## config.mk

```make
export PLATFORM = sky130hd
export DESIGN_NAME = psd_cell
export DESIGN_NICKNAME = d
export VERILOG_FILES = /design/src/psd_pkg.sv /design/src/psd_cell.sv
export SDC_FILE = /design/constraint.sdc
export NUM_CORES = 1
export LEC_CHECK = 0
export ABC_CLOCK_PERIOD_IN_PS = 8600
export BUFFER_PORTS_ARGS = -buffer_cell sky130_fd_sc_hd__buf_4
export CORE_MARGIN = 2
export CORE_UTILIZATION = 25
export DETAILED_ROUTE_END_ITERATION = 6
export GPL_TIMING_DRIVEN = 0
export PLACE_DENSITY = 0.4
export SLEW_MARGIN = 20
export SYNTH_ARGS = -nofsm -noshare
export SYNTH_HDL_FRONTEND = slang
export SYNTH_SLANG_ARGS = --single-unit
```

## constraint.sdc

```tcl
create_clock -name clk -period 8.6 [get_ports clk]
set_input_delay 0.43 -clock clk [delete_from_list [all_inputs] [get_ports clk]]
set_output_delay 0.43 -clock clk [all_outputs]
set_load 0.005 [all_outputs]
```

## src/psd_pkg.sv

```systemverilog
`timescale 1ns / 1ps
package psd_pkg;

  localparam int PSD_COORD_BITS = 24;

  // Nearest-point codes
  localparam logic [1:0] CASE_START = 2'd0;
  localparam logic [1:0] CASE_END   = 2'd1;
  localparam logic [1:0] CASE_FOOT  = 2'd2;

  // Control that travels with each word down the pipe
  typedef struct packed {
    logic       valid;
    logic [1:0] nearest_case;
  } psd_ctl_t;

endpackage

```

## src/psd_cell.sv

```systemverilog
`timescale 1ns / 1ps
module psd_cell import psd_pkg::*; #(
  parameter int COORD_BITS = PSD_COORD_BITS,
  parameter int BIT = 0
) (
  input  logic                      clk,
  input  logic                      rst,
  input  logic                      en,
  input  psd_ctl_t                  ctl_in,
  input  logic [4*COORD_BITS+5:0]   r_in,
  input  logic [4*COORD_BITS+5:0]   t_in,
  input  logic [4*COORD_BITS+5:0]   den_in,
  input  logic [COORD_BITS+1:0]     n_in,
  output psd_ctl_t                  ctl_out,
  output logic [4*COORD_BITS+5:0]   r_out,
  output logic [4*COORD_BITS+5:0]   t_out,
  output logic [4*COORD_BITS+5:0]   den_out,
  output logic [COORD_BITS+1:0]     n_out
);
  localparam int WW = 4 * COORD_BITS + 6;
  localparam int RW = COORD_BITS + 2;

  logic [WW-1:0] delta;
  logic          take;

  // Try this root bit: residual must cover the growth of n*n*den
  always_comb begin
    delta = (t_in << (BIT + 1)) + (den_in << (2 * BIT));
    take  = (delta <= r_in);
  end

  always_ff @(posedge clk) begin
    if (rst) begin
      ctl_out <= '0;
    end else if (en) begin
      ctl_out <= ctl_in;
    end
  end

  always_ff @(posedge clk) begin
    if (en) begin
      den_out <= den_in;
      r_out <= take ? r_in - delta : r_in;
      t_out <= take ? t_in + (den_in << BIT) : t_in;
      n_out <= n_in | (RW'(take) << BIT);
    end
  end
endmodule

```

==> run_results.csv <==
group,metric,value,unit
power,power.leakage,17.50,nW
global_routing,antenna_found_initial,37,
synth,syn-num-nets,4294,
routing,avgViaCountPerCell,5.045,
placed_design,pre_cts_ws,-1.280,ns
hold_path,hp-class,"input pin to register",
sta,worstMarginPinSlew,1.170,ns
power,pwr_density_cell,203.3,nW/um^2
synth,synthFlopType,"edfxtp_1",
clock_network,clk_path_buf_depth,3,
power,power,8.362,mW
worst_setup_path,path_max_fanout,10,
sta,tns,0,ns
die,pin_count,673,
worst_setup_path,crit_buf_inv,6,
sta,rsz0062_at_grt,"false",
worst_setup_path,cp.arrival,8.39,ns
final_layout,nets,5147,
sta,slew_headroom,20.95,%
sta,drv_slew,0,
sta,fin_crit,8.038,ns
die,core_area,123500,um^2
worst_setup_path,cp_common_cell,"a21o_1",
die,rows,129,
worst_setup_path,max_stage_delay,0.60,ns
die,fp.dieH,356.4,um
sta,hold_ws,0.05166,ns
sta,finalClockSkew,0,ns
final_layout,multi_input_area,19840,um^2
synth,synth_seq_area_share,32.31,%
sta,setup_viol,0,
final_layout,area_growth,32.50,%
synth,synth-seq-cells,335,
clock_network,cts_tree,"yes",
worst_setup_path,cp.required,8.95,ns
global_routing,grt_usage,21.98,%
worst_setup_path,endpoint_kind,"register",
hold_path,hp-start,"den_in[46]",
clock_network,cts-root-buf,"clkbuf_16",
outcome,status,"finished clean",
global_routing,grt_max_degree,89,
clock_network,cts.sinks,335,
synth,syn_inst,3650,
synth,synth-warning-count,0,
synth,synth.avg_cell_area,8.504,um^2
synth,synth_edf_count,332,
synth,synth_cell_types,88,
routing,drc,0,
placed_design,dp_hpwl,120300,um
sta,hold_viol,0,
placed_design,dp_cells,5963,
worst_setup_path,r2r-start,"ctl_out[2]",
sta,fin_ws,0.5623,ns
clock_network,clk_latency,0.61,ns
power,irDropWorstVdd,127.7,uV
placed_design,gp_congestion,0.9098,
worst_setup_path,critPathTopFamily,"compound AO/OA/AOI/OAI gates",
routing,drt-total-wl,145100,um
synth,synthArstFlopShare,0,%
clock_network,cts_made_buffers,47,
synth,synth_area,31040,um^2
routing,ant_nets,0,
final_layout,regArea,10030,um^2
global_routing,grt_pass1_wl,207700,um
final_layout,drive_gt1_share,18.69,%
routing,first_pass_iters,6,
clock_network,clk_pin_slew,0.05,ns
clock_network,htree_levels,2,
global_routing,globalRouteOverflowTotal,0,
die,start_util,25.14,%
final_layout,fill_cells,13197,
worst_setup_path,start_kind,"input pin",
worst_setup_path,r2r_slack,7.45,ns
sta,finalCritPeriodShare,93.46,%
flow_run,drv_cap,0,
sta,max_freq,0.1244,GHz
routing,drt-initial-drc-count,2144,
worst_setup_path,r2r_cells,3,
die,dieArea,127000,um^2
global_routing,grt_pass1_vias,30895,
final_layout,final_cells,6190,
worst_setup_path,r2r_end,"ctl_out[2]",
die,fp.dieW,356.4,um
worst_setup_path,criticalPathCategory,"input pin to register",
routing,vias,31229,
routing,wl_per_cell,23.44,um
hold_path,min_to,"den_out[46]",
worst_setup_path,crit_path_top_delay_cell,"o31ai_1",
placed_design,port-buffer-count,672,
hold_path,holdPathStages,1,
-- Yosys cell counts (32+ instances only) --
library cell	instances	share of area, %
o21a_1	44	1.1
nand2b_1	35	0.71
nand2_1	451	5.5
o21bai_1	79	1.9
buf_2	34	0.55
xor2_1	122	3.4
nand3_1	48	0.77
o21ai_0	386	6.2
a31oi_1	32	0.64
xnor2_1	168	4.7
nand4_1	136	2.7
a21oi_1	401	6.5
clkbuf_1	156	1.9
nor2_1	187	2.3
a21o_1	224	5.4
ha_1	303	12
edfxtp_1	332	32
nor3_1	42	0.68
inv_1	94	1.1
-- report_power, final --
| group | switching [mW] | internal [mW] | total, mW |
|---|---|---|---|
| Sequential | 0.108 | 2.21 | 2.31 |
| Combinational | 2.47 | 1.58 | 4.06 |
| Clock | 0.832 | 1.16 | 1.99 |
-- how the worst max path moves through the flow --
stage / from / to / slack, ns / depth (start not counted)
2_1_floorplan: t_in[0] / t_out[17] / 2.23 / 29
3_3_place_gp: t_in[10] / r_out[51] / -1.35 / 29
3_5_place_dp: t_in[10] / r_out[51] / -1.28 / 29
4_1_cts: den_in[1] / r_out[51] / -0.07 / 33
5_1_grt: den_in[1] / r_out[51] / 0.05 / 32
6_report: den_in[1] / r_out[51] / 0.56 / 32
-- registers in the layout, indices dropped and copies added (netlist names) --
name / count
n_out: 26
t_out: 102
ctl_out: 3
den_out: 102
r_out: 102
-- logic make-up (layout without fill, tap and decap cells) --
logic type               after synthesis  after routing  share of synthesized area, %
XOR/XNOR                             290            290                         8.183
AO/OA/AOI/OAI                       1363           1363                         26.83
buffers and inverters                299           1186                         3.930
flip-flops                           335            335                         32.31
AND/OR/NAND/NOR                     1041           1041                         15.77
multiplexers                          16             16                        0.5644
adder cells (fa/ha/maj)              306            306                         12.41
other                                  0             16                             0
-- layout make-up --
class | count | share of cell area, %
buffer | 205 | 2.142
sequential | 335 | 24.39
timing repair buffer | 804 | 15.60
antenna | 16 | 0.09736
clock buffer | 57 | 3.079
multi-input combinational | 3016 | 48.25
tap | 1637 | 4.980
clock inverter | 26 | 0.6085
inverter | 94 | 0.8580
-- metal layers --
metal	vias to the layer above	part of all wire [%]	track usage, %
met5	-	0.13	0
met4	32	3.0	6.911
met3	179	6.4	5.115
met2	804	45	35.38
met1	14912	45	29.02
li1	15302	-	-
-- worst reg2reg max path, delay by kind of cell (launching register included) --
family                 cells  cell delay (ns)
buffers and inverters      1             0.55
AND/OR/NAND/NOR            1             0.05
multiplexers               1             0.12
flip-flops                 1             0.31
-- layout by cell type (no fill, tap or decap), types with 9 or more instances in the layout --
cell,Yosys,routed
a21boi_0,20,19
a21o_1,224,224
and4_1,11,11
xnor2_1,168,168
a31oi_1,32,31
xor2_1,122,122
clkbuf_1,156,162
and2_1,10,10
o22ai_1,10,10
or2_2,13,13
nor4_1,20,20
nand2_1,451,451
o211ai_1,20,20
diode_2,0,16
o31ai_1,20,19
o21ai_0,386,385
nor2b_1,28,28
nor2_1,187,187
edfxtp_1,332,332
o21bai_1,79,79
a221oi_1,10,9
buf_2,34,32
nand2b_1,35,35
dlygate4sd3_1,0,125
ha_1,303,303
o21ai_1,16,17
or3_1,14,14
nor3_1,42,40
a211oi_1,24,24
nand4_1,136,136
a21oi_1,401,400
and3_1,19,19
buf_4,10,686
o21a_1,44,44
nand3_1,48,48
clkbuf_16,0,49
inv_1,94,94
-- through the flow --
stage          utilization [%]  area, um^2
6_report                 33.31       41130
5_1_grt                  33.30       41120
4_1_cts                  33.23       41030
3_5_place_dp             30.97       38240
3_3_place_gp             30.88       38130
2_1_floorplan                -       31040
-- timing repair --
| item | CTS | global route |
|---|---|---|
| setup endpoints to repair | 166 | 166 |
| buffers inserted | 0 | 3 |
| endpoints found under the hold margin | 125 | 0 |
| resized for setup | 5 | 11 |
| hold buffers | 125 | 0 |
| pin swaps | 0 | 1 |
Note: power is estimated with default switching activity, not from simulation.
